$ cat config.mk
export PLATFORM = sky130hd
export DESIGN_NAME = crc16_frame_append_check_core
export DESIGN_NICKNAME = d
export VERILOG_FILES = /design/src/hw/rtl/crc16fac_pkg.sv /design/src/hw/rtl/crc16_frame_append_check_core.sv
export SDC_FILE = /design/constraint.sdc
export NUM_CORES = 1
export LEC_CHECK = 0
export BUFFER_PORTS_ARGS = -buffer_cell sky130_fd_sc_hd__buf_2
export CAP_MARGIN = 25
export CORE_MARGIN = 2
export CORE_UTILIZATION = 56
export DETAILED_ROUTE_END_ITERATION = 7
export PLACE_DENSITY_LB_ADDON = 0.1
export SLEW_MARGIN = 20
export SYNTH_ARGS = -nofsm -noshare
export SYNTH_HDL_FRONTEND = slang
export SYNTH_SLANG_ARGS = --single-unit
$ cat constraint.sdc
create_clock -name clk -period 6 [get_ports clk]
set_clock_uncertainty 0.05 [all_clocks]
set_input_delay 0.9 -clock clk [delete_from_list [all_inputs] [get_ports clk]]
set_output_delay 0.9 -clock clk [all_outputs]
set_load 0.1 [all_outputs]
$ cat src/hw/rtl/crc16fac_pkg.sv
// ----------------------------------------------------------------------------
// CRC-16 frame append/check package
// Shared types, constants and the byte-wide CRC-16 update for the frame
// append/check core.
// ----------------------------------------------------------------------------
package crc16fac_pkg;

  localparam logic [15:0] CrcPoly = 16'h1021;
  localparam logic [15:0] CrcInit = 16'hFFFF;
  localparam logic [15:0] CrcMsb  = 16'h8000;

  localparam logic [12:0] CountMax       = 13'h1FFF;
  localparam logic [12:0] MaxPayloadInit = 13'd254;

  localparam int QDepth = 4;
  localparam int QPtrW  = $clog2(QDepth);
  localparam int QCntW  = $clog2(QDepth + 1);

  typedef enum logic [1:0] {
    StOk       = 2'd0,
    StMismatch = 2'd1,
    StOverflow = 2'd2,
    StShort    = 2'd3
  } status_t;

  typedef enum logic {
    CfgMode       = 1'b0,
    CfgMaxPayload = 1'b1
  } cfg_index_t;

  typedef struct packed {
    logic [7:0]  data;
    logic        has_byte;
    logic        eof;
    status_t     status;
    logic [12:0] length;
  } result_t;

  function automatic logic [15:0] crc_fold(input logic [15:0] crc, input logic [7:0] b);
    logic [15:0] c;
    c = crc ^ {b, 8'h00};
    for (int i = 0; i < 8; i++) begin
      if ((c & CrcMsb) != 16'h0000) begin
        c = {c[14:0], 1'b0} ^ CrcPoly;
      end else begin
        c = {c[14:0], 1'b0};
      end
    end
    return c;
  endfunction

endpackage

$ cat src/hw/rtl/crc16_frame_append_check_core.sv
// ----------------------------------------------------------------------------
// CRC-16 frame append/check core
// Folds frame bytes into a CRC-16 (poly 0x1021, init 0xFFFF) and either
// appends the CRC or checks and strips a received CRC, ending each frame
// with a status transaction.
// ----------------------------------------------------------------------------
// The core takes one byte per clock while in_stall is low. Each accepted
// byte is processed in the cycle it arrives and its results, up to three,
// are written into a four-entry result queue that drives the output port one
// transaction per cycle while out_stall is low. In append mode a byte yields
// one result, except the last byte of a frame, which yields three (two when
// the CRC would not fit the buffer). In check mode the first two bytes of a
// frame are held and yield none, later bytes one and the last up to two. The
// input stalls while more than one result is queued; cfg_ready is always high.
module crc16_frame_append_check_core
  import crc16fac_pkg::*;
#(
  parameter int BUFFER_BYTES = 256
) (
  input  logic        clk,
  input  logic        rst,
  input  logic        cfg_valid,
  output logic        cfg_ready,
  input  logic        cfg_index,
  input  logic [12:0] cfg_data,
  input  logic        in_valid,
  output logic        in_stall,
  input  logic [7:0]  byte_in,
  input  logic        frame_end,
  output logic        out_valid,
  input  logic        out_stall,
  output logic [7:0]  byte_out,
  output logic        byte_valid,
  output logic        end_of_frame,
  output logic [1:0]  status,
  output logic [12:0] payload_length
);

  localparam logic [13:0] BufLimit = 14'(BUFFER_BYTES);

  logic              mode;
  logic [12:0]       max_payload;
  logic [15:0]       crc_acc;
  logic [7:0]        held0;
  logic [7:0]        held1;
  logic [1:0]        held_count;
  logic [12:0]       frame_count;

  logic [15:0]       crc_acc_next;
  logic [7:0]        held0_next;
  logic [7:0]        held1_next;
  logic [1:0]        held_count_next;
  logic [12:0]       fc_inc;
  logic [12:0]       len_chk;
  logic [15:0]       crc_byte;
  logic [15:0]       crc_held;

  result_t           queue [QDepth];
  logic [QPtrW-1:0]  wr_ptr;
  logic [QPtrW-1:0]  rd_ptr;
  logic [QCntW-1:0]  q_count;
  result_t           res [3];
  logic [1:0]        push_n;

  logic              acc;
  logic              pop;
  result_t           head;

  assign cfg_ready = 1'b1;
  assign in_stall  = (q_count > QCntW'(1));
  assign acc       = in_valid && !in_stall;
  assign out_valid = (q_count != '0);
  assign pop       = out_valid && !out_stall;

  assign head           = queue[rd_ptr];
  assign byte_out       = head.data;
  assign byte_valid     = head.has_byte;
  assign end_of_frame   = head.eof;
  assign status         = head.status;
  assign payload_length = head.length;

  assign fc_inc   = (frame_count != CountMax) ? frame_count + 13'd1 : frame_count;
  assign crc_byte = crc_fold(crc_acc, byte_in);
  assign crc_held = crc_fold(crc_acc, held0);
  assign len_chk  = (fc_inc >= 13'd2) ? fc_inc - 13'd2 : 13'd0;

  always_comb begin
    crc_acc_next    = crc_acc;
    held0_next      = held0;
    held1_next      = held1;
    held_count_next = held_count;
    push_n          = 2'd0;
    for (int k = 0; k < 3; k++) begin
      res[k] = '{data: 8'h00, has_byte: 1'b0, eof: 1'b0, status: StOk, length: 13'd0};
    end
    if (!mode) begin
      res[0]       = '{data: byte_in, has_byte: 1'b1, eof: 1'b0, status: StOk, length: 13'd0};
      crc_acc_next = crc_byte;
      push_n       = 2'd1;
      if (frame_end) begin
        if ({1'b0, fc_inc} + 14'd2 > BufLimit) begin
          res[1] = '{data: 8'h00, has_byte: 1'b0, eof: 1'b1, status: StOverflow,
                     length: fc_inc};
          push_n = 2'd2;
        end else begin
          res[1] = '{data: crc_byte[7:0], has_byte: 1'b1, eof: 1'b0, status: StOk,
                     length: 13'd0};
          res[2] = '{data: crc_byte[15:8], has_byte: 1'b1, eof: 1'b1, status: StOk,
                     length: fc_inc};
          push_n = 2'd3;
        end
      end
    end else begin
      if (held_count >= 2'd2) begin
        res[0]       = '{data: held0, has_byte: 1'b1, eof: 1'b0, status: StOk,
                         length: 13'd0};
        push_n       = 2'd1;
        crc_acc_next = crc_held;
        held0_next   = held1;
        held1_next   = byte_in;
      end else begin
        if (held_count[0]) begin
          held1_next = byte_in;
        end else begin
          held0_next = byte_in;
        end
        held_count_next = held_count + 2'd1;
      end
      if (frame_end) begin
        res[push_n] = '{data: 8'h00, has_byte: 1'b0, eof: 1'b1, status: StOk,
                        length: len_chk};
        if ({1'b0, fc_inc} > BufLimit) begin
          res[push_n].status = StOverflow;
        end else if (fc_inc < 13'd2) begin
          res[push_n].status = StShort;
        end else if ({held1_next, held0_next} != crc_acc_next) begin
          res[push_n].status = StMismatch;
        end else if (len_chk > max_payload) begin
          res[push_n].status = StOverflow;
        end
        push_n = push_n + 2'd1;
      end
    end
  end

  always_ff @(posedge clk) begin
    if (rst) begin
      mode        <= 1'b0;
      max_payload <= MaxPayloadInit;
      crc_acc     <= CrcInit;
      held_count  <= 2'd0;
      frame_count <= 13'd0;
      wr_ptr      <= '0;
      rd_ptr      <= '0;
      q_count     <= '0;
    end else begin
      if (cfg_valid && cfg_ready) begin
        case (cfg_index_t'(cfg_index))
          CfgMode:       mode        <= cfg_data[0];
          CfgMaxPayload: max_payload <= cfg_data;
          default:       mode        <= mode;
        endcase
      end
      if (acc) begin
        if (frame_end) begin
          crc_acc     <= CrcInit;
          held_count  <= 2'd0;
          frame_count <= 13'd0;
        end else begin
          crc_acc     <= crc_acc_next;
          held_count  <= held_count_next;
          frame_count <= fc_inc;
        end
        wr_ptr <= wr_ptr + QPtrW'(push_n);
      end
      if (pop) begin
        rd_ptr <= rd_ptr + QPtrW'(1);
      end
      q_count <= q_count + (acc ? QCntW'(push_n) : QCntW'(0)) - (pop ? QCntW'(1) : QCntW'(0));
    end
  end

  always_ff @(posedge clk) begin
    if (acc) begin
      held0 <= held0_next;
      held1 <= held1_next;
      for (int k = 0; k < 3; k++) begin
        if (2'(k) < push_n) begin
          queue[wr_ptr + QPtrW'(k)] <= res[k];
        end
      end
    end
  end

  a_queue_bound: assert property (@(posedge clk) disable iff (rst)
    q_count <= QCntW'(QDepth))
    else $error("Result queue holds more entries than its depth.");

  a_held_bound: assert property (@(posedge clk) disable iff (rst)
    held_count <= 2'd2)
    else $error("Held byte count exceeds two.");

  a_frame_clear: assert property (@(posedge clk) disable iff (rst)
    acc && frame_end |=> (frame_count == 13'd0) && (crc_acc == CrcInit) && (held_count == 2'd0))
    else $error("Frame state was not cleared after the last byte.");

  a_append_one: assert property (@(posedge clk) disable iff (rst)
    acc && !mode && !frame_end |=>
      q_count == $past(q_count) + QCntW'(1) - ($past(pop) ? QCntW'(1) : QCntW'(0)))
    else $error("An append-mode byte did not queue exactly one transaction.");

endmodule
---- Yosys cells after proc, flatten, opt, wreduce, memory -nomap -nowiden ----
Memory sizes are Yosys's and may differ from the RTL's. A register that Yosys moved wholly into a read port is not among the register bits.
Cells that the tools add are included.
Widths: inputs -> output; s select.
cells by class
  $add $sub $neg .......................... 11
  order comparisons ....................... 12
  equal/unequal tests ..................... 3
  multiplexer cells ....................... 70
  bitwise operators ....................... 20
  reductions and logical operators ........ 11
operators by type and width
  cell                   count
  $mux 75                6
  $bwmux 75              4
  $mux 13                19
  $mux 25                5
  $demux 25 s2           2
  $mux 16                4
  $mux 50                1
  $mux 8                 6
  $not 3->3              16
  $xor 16x16->16         2
  $mux 2                 10
  $ne 16x16->1           1
  $mux 15                1
  $add 13x2->14 const B  1
  $gt 14x9->1 const B    1
  $add 13x1->13 const B  1
  $ge 13x2->1 const B    1
  $gt 13x13->1           1
  $gt 13x9->1 const B    1
  $lt 13x2->1 const B    1
  $ne 13x13->1 const B   1
  $sub 13x2->13 const B  1
  $mux 1                 12
  $add 2x1->2 const B    4
  other kinds (19)       25
word-level totals
  flip-flop bits (word level) ............. 68
  bits in writable memories ............... 100
  output and inout port bits .............. 28
  memories ................................ 1
memories
  name   words  width  read ports  clocked after memory_dff  write ports  line                                 text
  queue  4      25     1           1                         3            crc16_frame_append_check_core.sv:58  result_t queue [QDepth];

---- Longest topological paths before layout ----
  word-level depth ........................ 25
  gate-level depth with buffers ........... 23
  mapped depth without buffers ............ 21

---- Least setup slack after synthesis ----
Ideal clock, no wire load.
  path type ............................... reg-to-reg
  from .................................... reg held_count[0]
  to ...................................... mem queue[0][0] (netlist name), enable pin
  arrival time ............................ 5.882 ns
  data required time ...................... 5.454 ns
  path slack .............................. -0.428 ns
  cell stages (with the launch flop) ...... 14
  path buffers ............................ 7
  clock period less this slack ............ 6.428 ns
  cell sequence ........................... dfxtp_1 -> clkbuf_1 -> buf_2 -> inv_1 -> ha_1 -> or2_2 -> clkbuf_1 -> clkbuf_1 -> clkbuf_1 -> buf_1 -> ha_1 -> buf_1 -> o21ai_0 -> o311ai_0
RTL lines
  what                    line                                  text
  start, declared         crc16_frame_append_check_core.sv:46   logic [1:0] held_count;
  start signal, assigned  crc16_frame_append_check_core.sv:171  held_count <= held_count_next;
  end, declared           crc16_frame_append_check_core.sv:58

==> flow_summary_export.csv <==
group,metric,value,unit
floorplan,initial_core_util,0.576,
timing,hold_viol_final,0,
hold_path,holdCritPathClass,"flip-flop to flip-flop",
setup_path,critPathMaxFanout,12,
timing,hold_ws,0.410,ns
synth,synth-seq-cells,170,
grt,number_of_global_route_vias_before_repair,8277,
clocking,clock_tree_from_tritoncts,"done",
placement,globalplace.congestion,0.972,
status,status,"completed",
cells_and_area,finalNonFillerCells,1396,
job,max_cap_violations,0,
clocking,cts_buffer_depth,2,
clocking,cts_hold_buf,0,
setup_path,crit_top_cell,"sky130_fd_sc_hd__ha_1",
synth,synth_cell_types,83,
synth,synth_nets,1163,
detailed_routing,vias,8992,
synth,syn_avg_cell_area,9.82,um^2
detailed_routing,route.detailed.wl_per_inst,21.4,um
clocking,clkSlewWorstSetupHoldPaths,0.07,ns
setup_path,cp-end-kind,"flip-flop",
grt,grt_overflow,0,
detailed_routing,initial_drc_count,1100,
setup_path,critPathArrivalTime,5.77,ns
cells_and_area,antennaDiodeCount,0,
cells_and_area,layout-area-overhead-vs-synth,9.75,%
clocking,clock_insertion_delay_worst_skew,0.44,ns
setup_path,cpMaxStageDelayCell,"sky130_fd_sc_hd__or3_1",
cells_and_area,final_layout_size_suffix_gt1_frac,0.162,
clocking,htreeDepth,4,
setup_path,endpoint,"queue[1][14]",
detailed_routing,first_pass_iters,6,
placement,port-buffer-count,54,
timing,final_critical_path_setup_slack,0.385,ns
clocking,cts_root_buf,"sky130_fd_sc_hd__clkbuf_16",
synth,cell_area_after_synthesis,10900,um^2
synth,share_of_flip_flops_with_an_asynchronous_set_or_reset_after_synthesis,0,
grt,antenna_found_initial,0,
grt,grt_start_max_net_pins,54,
floorplan,placementRows,50,
clocking,cts.sinks,170,
synth,synth_edf_count,116,
cells_and_area,nFillCells,1621,
pwr,power_density,386,nW/um^2
grt,grt_pass1_wl,46800,um
grt,grt_use_total,0.299,
setup_path,category_of_the_most_critical_setup_path,"flip-flop to flip-flop",
timing,slew_headroom,0.252,
placement,place.detailed.instances,1361,
timing,min_period,5.61,ns
placement,worst_slack_at_placement,0.283,ns
timing,grt_setup_unrepaired,"no",
setup_path,r2r_setup_slack,0.39,ns
setup_path,regToRegEndpoint,"queue[1][14]",
pwr,leakage,4.33,nW
timing,timing.final.setup_violations,0,
timing,max_freq,178,MHz
timing,finalCritPeriodShare,0.936,
setup_path,crit_start,"frame_count[1]",
synth,synth_flop_cell,"sky130_fd_sc_hd__edfxtp_1",
pwr,vdd_ir_drop_max,412,uV
floorplan,pin_count,56,
timing,timing_max_transition_violations_final,0,
detailed_routing,remaining_routing_drc_violations,0,
synth,synth.yosys.seq_area_share,0.419,
setup_path,critical_path.startpoint_type,"flip-flop",
setup_path,worst_r2r_path_depth,22,
setup_path,worst-endpoint-required,6.15,ns
floorplan,core_area,18900,um^2
cells_and_area,finalNetCount,1177,
setup_path,critPathMaxStageDelay,0.57,ns
floorplan,dieHeight,143,um
clocking,cts-buffers-inserted,17,
timing,worst_slew_pin_slew,1.11,ns
detailed_routing,detail_route.vias_per_cell,6.44,
timing,timing.setup.tns,0,ns
pwr,design_power_total,0.00461,W
floorplan,die_area,20600,um^2
detailed_routing,detail_route.wirelength,29900,um
placement,dp_hpwl,20700,um
synth,ys.warnings.count,0,
detailed_routing,drtAntennaViolNets,0,
synth,synth_cells,1109,
setup_path,r2r-start,"frame_count[1]",
floorplan,die_x,143,um
setup_path,critical_path.cell_chain,"ha_1 > and3_2 > nand4_4 > mux2i_4 > ha_1 > o211ai_1 > nor3_4 > nand2_1 > or3_1 > nand2_1 > inv_1 > ha_1 > nor2b_1 > o21a_1 > o21a_1 > o21ai_0 > a221o_1 > a211oi_1 > a221oi_2 > buf_4 > o22ai_1 > a22o_1",
metrics by stage:
stage               area (um^2)  utilization
floorplan                 10900            -
global placement          11300        0.600
detailed placement        11300        0.600
CTS                       11900        0.630
global route              11900        0.632
finish                    11900        0.632
worst min path at each step:
stage,start,to,depth (start not counted)
5_1_grt,max_payload[9],max_payload[9],2
3_5_place_dp,max_payload[12],max_payload[12],2
6_report,max_payload[12],max_payload[12],2
4_1_cts,max_payload[12],max_payload[12],2
2_1_floorplan,max_payload[10],max_payload[10],2
3_3_place_gp,max_payload[8],max_payload[8],2
layout make-up:
type	count	area, um^2	area share
Clock buffer	17	425	0.0356
Clock inverter	15	148	0.0124
Inverter	38	143	0.0119
Sequential cell	170	4570	0.382
Tap cell	260	325	0.0272
Timing Repair Buffer	77	455	0.0381
Multi-Input combinational cell	819	5890	0.493
cells by family (layout without fill, tap and decap cells):
family	Yosys count	in the layout	synth area share
adders and majority gates	26	26	0.0306
xor gates and xnor gates	91	91	0.0833
DFF	170	170	0.419
AOI/OAI and AO/OA	325	325	0.198
other	1	1	0.000344
buffers and inverters	120	147	0.0452
muxes	58	58	0.0841
and+or+nand+nor	318	318	0.139
worst max-delay path, delay by kind of cell (launching register included):
family / cells / cell delay, ns
and+or+nand+nor: 7 / 1.91
AOI/OAI and AO/OA: 9 / 1.51
adders and majority gates: 3 / 0.83
DFF: 1 / 0.46
muxes: 1 / 0.37
buffers and inverters: 2 / 0.23
metal layers:
layer  GRT usage  vias up  wire (um)
met3      0.0590       52       2990
met5           0        -          0
li1            -     4183          -
met1       0.455     4244      13600
met4      0.0795        0        523
met2       0.434      513      12800
what timing repair did:
action                                  CTS  global route
buffers inserted                          0             1
resized for setup                         0             1
endpoints found under the setup margin    0             3
where the power goes:
group          switching (W)  internal (W)  total (W)
sequential          0.000117       0.00144    0.00156
clock               0.000538      0.000551    0.00109
combinational        0.00138      0.000587    0.00197
total                0.00204       0.00258    0.00461
Yosys cell counts (3+ instances only):
cell type                   instances  share of area
sky130_fd_sc_hd__edfxtp_1         116           0.32
sky130_fd_sc_hd__nor2_1           107          0.037
sky130_fd_sc_hd__nand2_1           91          0.031
sky130_fd_sc_hd__o22ai_1           80          0.046
sky130_fd_sc_hd__a21oi_1           75          0.034
sky130_fd_sc_hd__xnor2_1           63          0.051
sky130_fd_sc_hd__dfxtp_1           54          0.099
sky130_fd_sc_hd__clkbuf_1          49          0.017
sky130_fd_sc_hd__o21ai_0           47          0.022
sky130_fd_sc_hd__inv_1             36          0.012
sky130_fd_sc_hd__a22oi_1           26          0.018
sky130_fd_sc_hd__ha_1              25          0.029
sky130_fd_sc_hd__mux4_2            25          0.052
sky130_fd_sc_hd__mux2i_1           24          0.022
sky130_fd_sc_hd__nand3_1           22          0.010
sky130_fd_sc_hd__buf_2             21         0.0097
sky130_fd_sc_hd__xor2_1            20          0.016
sky130_fd_sc_hd__nor3_1            18         0.0083
sky130_fd_sc_hd__nand4_1           11         0.0063
sky130_fd_sc_hd__a31oi_1           10         0.0057
sky130_fd_sc_hd__and2_1             9         0.0052
sky130_fd_sc_hd__buf_1              9         0.0031
sky130_fd_sc_hd__nand2b_1           9         0.0052
sky130_fd_sc_hd__nand3b_1           9         0.0062
sky130_fd_sc_hd__or3_1              9         0.0052
sky130_fd_sc_hd__a2bb2oi_1          8         0.0064
sky130_fd_sc_hd__and3_1             8         0.0046
sky130_fd_sc_hd__mux2_2             8         0.0083
sky130_fd_sc_hd__a21o_1             7         0.0048
sky130_fd_sc_hd__o211ai_1           7         0.0048
sky130_fd_sc_hd__a211oi_1           6         0.0041
sky130_fd_sc_hd__or2_2              6         0.0034
sky130_fd_sc_hd__o21ai_2            5         0.0040
sky130_fd_sc_hd__o31ai_1            5         0.0034
sky130_fd_sc_hd__xor3_1             5          0.011
sky130_fd_sc_hd__nor4_1             4         0.0023
sky130_fd_sc_hd__o21a_1             4         0.0028
sky130_fd_sc_hd__a211o_1            3         0.0024
sky130_fd_sc_hd__and4_1             3         0.0024
sky130_fd_sc_hd__nor2b_1            3         0.0017
sky130_fd_sc_hd__o21ai_1            3         0.0014
sky130_fd_sc_hd__o21bai_1           3         0.0021
registers in the layout, indices dropped and copies added (netlist names), named ones only:
register / flops
queue: 100
held0: 8
max_payload: 13
rd_ptr: 2
crc_acc: 16
mode: 1
frame_count: 13
q_count: 3
wr_ptr: 2
held1: 8
held_count: 2
layout by cell type, fill, tap and decap left out, types with 10 or more instances in the layout:
cell	n
sky130_fd_sc_hd__nor3_1	18
sky130_fd_sc_hd__mux2i_1	24
sky130_fd_sc_hd__mux4_2	25
sky130_fd_sc_hd__ha_1	25
sky130_fd_sc_hd__xor2_1	20
sky130_fd_sc_hd__dfxtp_1	53
sky130_fd_sc_hd__a21oi_1	75
sky130_fd_sc_hd__a22oi_1	26
sky130_fd_sc_hd__xnor2_1	63
sky130_fd_sc_hd__nand4_1	11
sky130_fd_sc_hd__inv_1	36
sky130_fd_sc_hd__edfxtp_1	116
sky130_fd_sc_hd__buf_4	21
sky130_fd_sc_hd__nand3_1	22
sky130_fd_sc_hd__o21ai_0	46
sky130_fd_sc_hd__buf_2	54
sky130_fd_sc_hd__nand2_1	90
sky130_fd_sc_hd__a31oi_1	10
sky130_fd_sc_hd__o22ai_1	80
sky130_fd_sc_hd__clkbuf_16	17
sky130_fd_sc_hd__nor2_1	107
(Power assumes the default switching activity.)
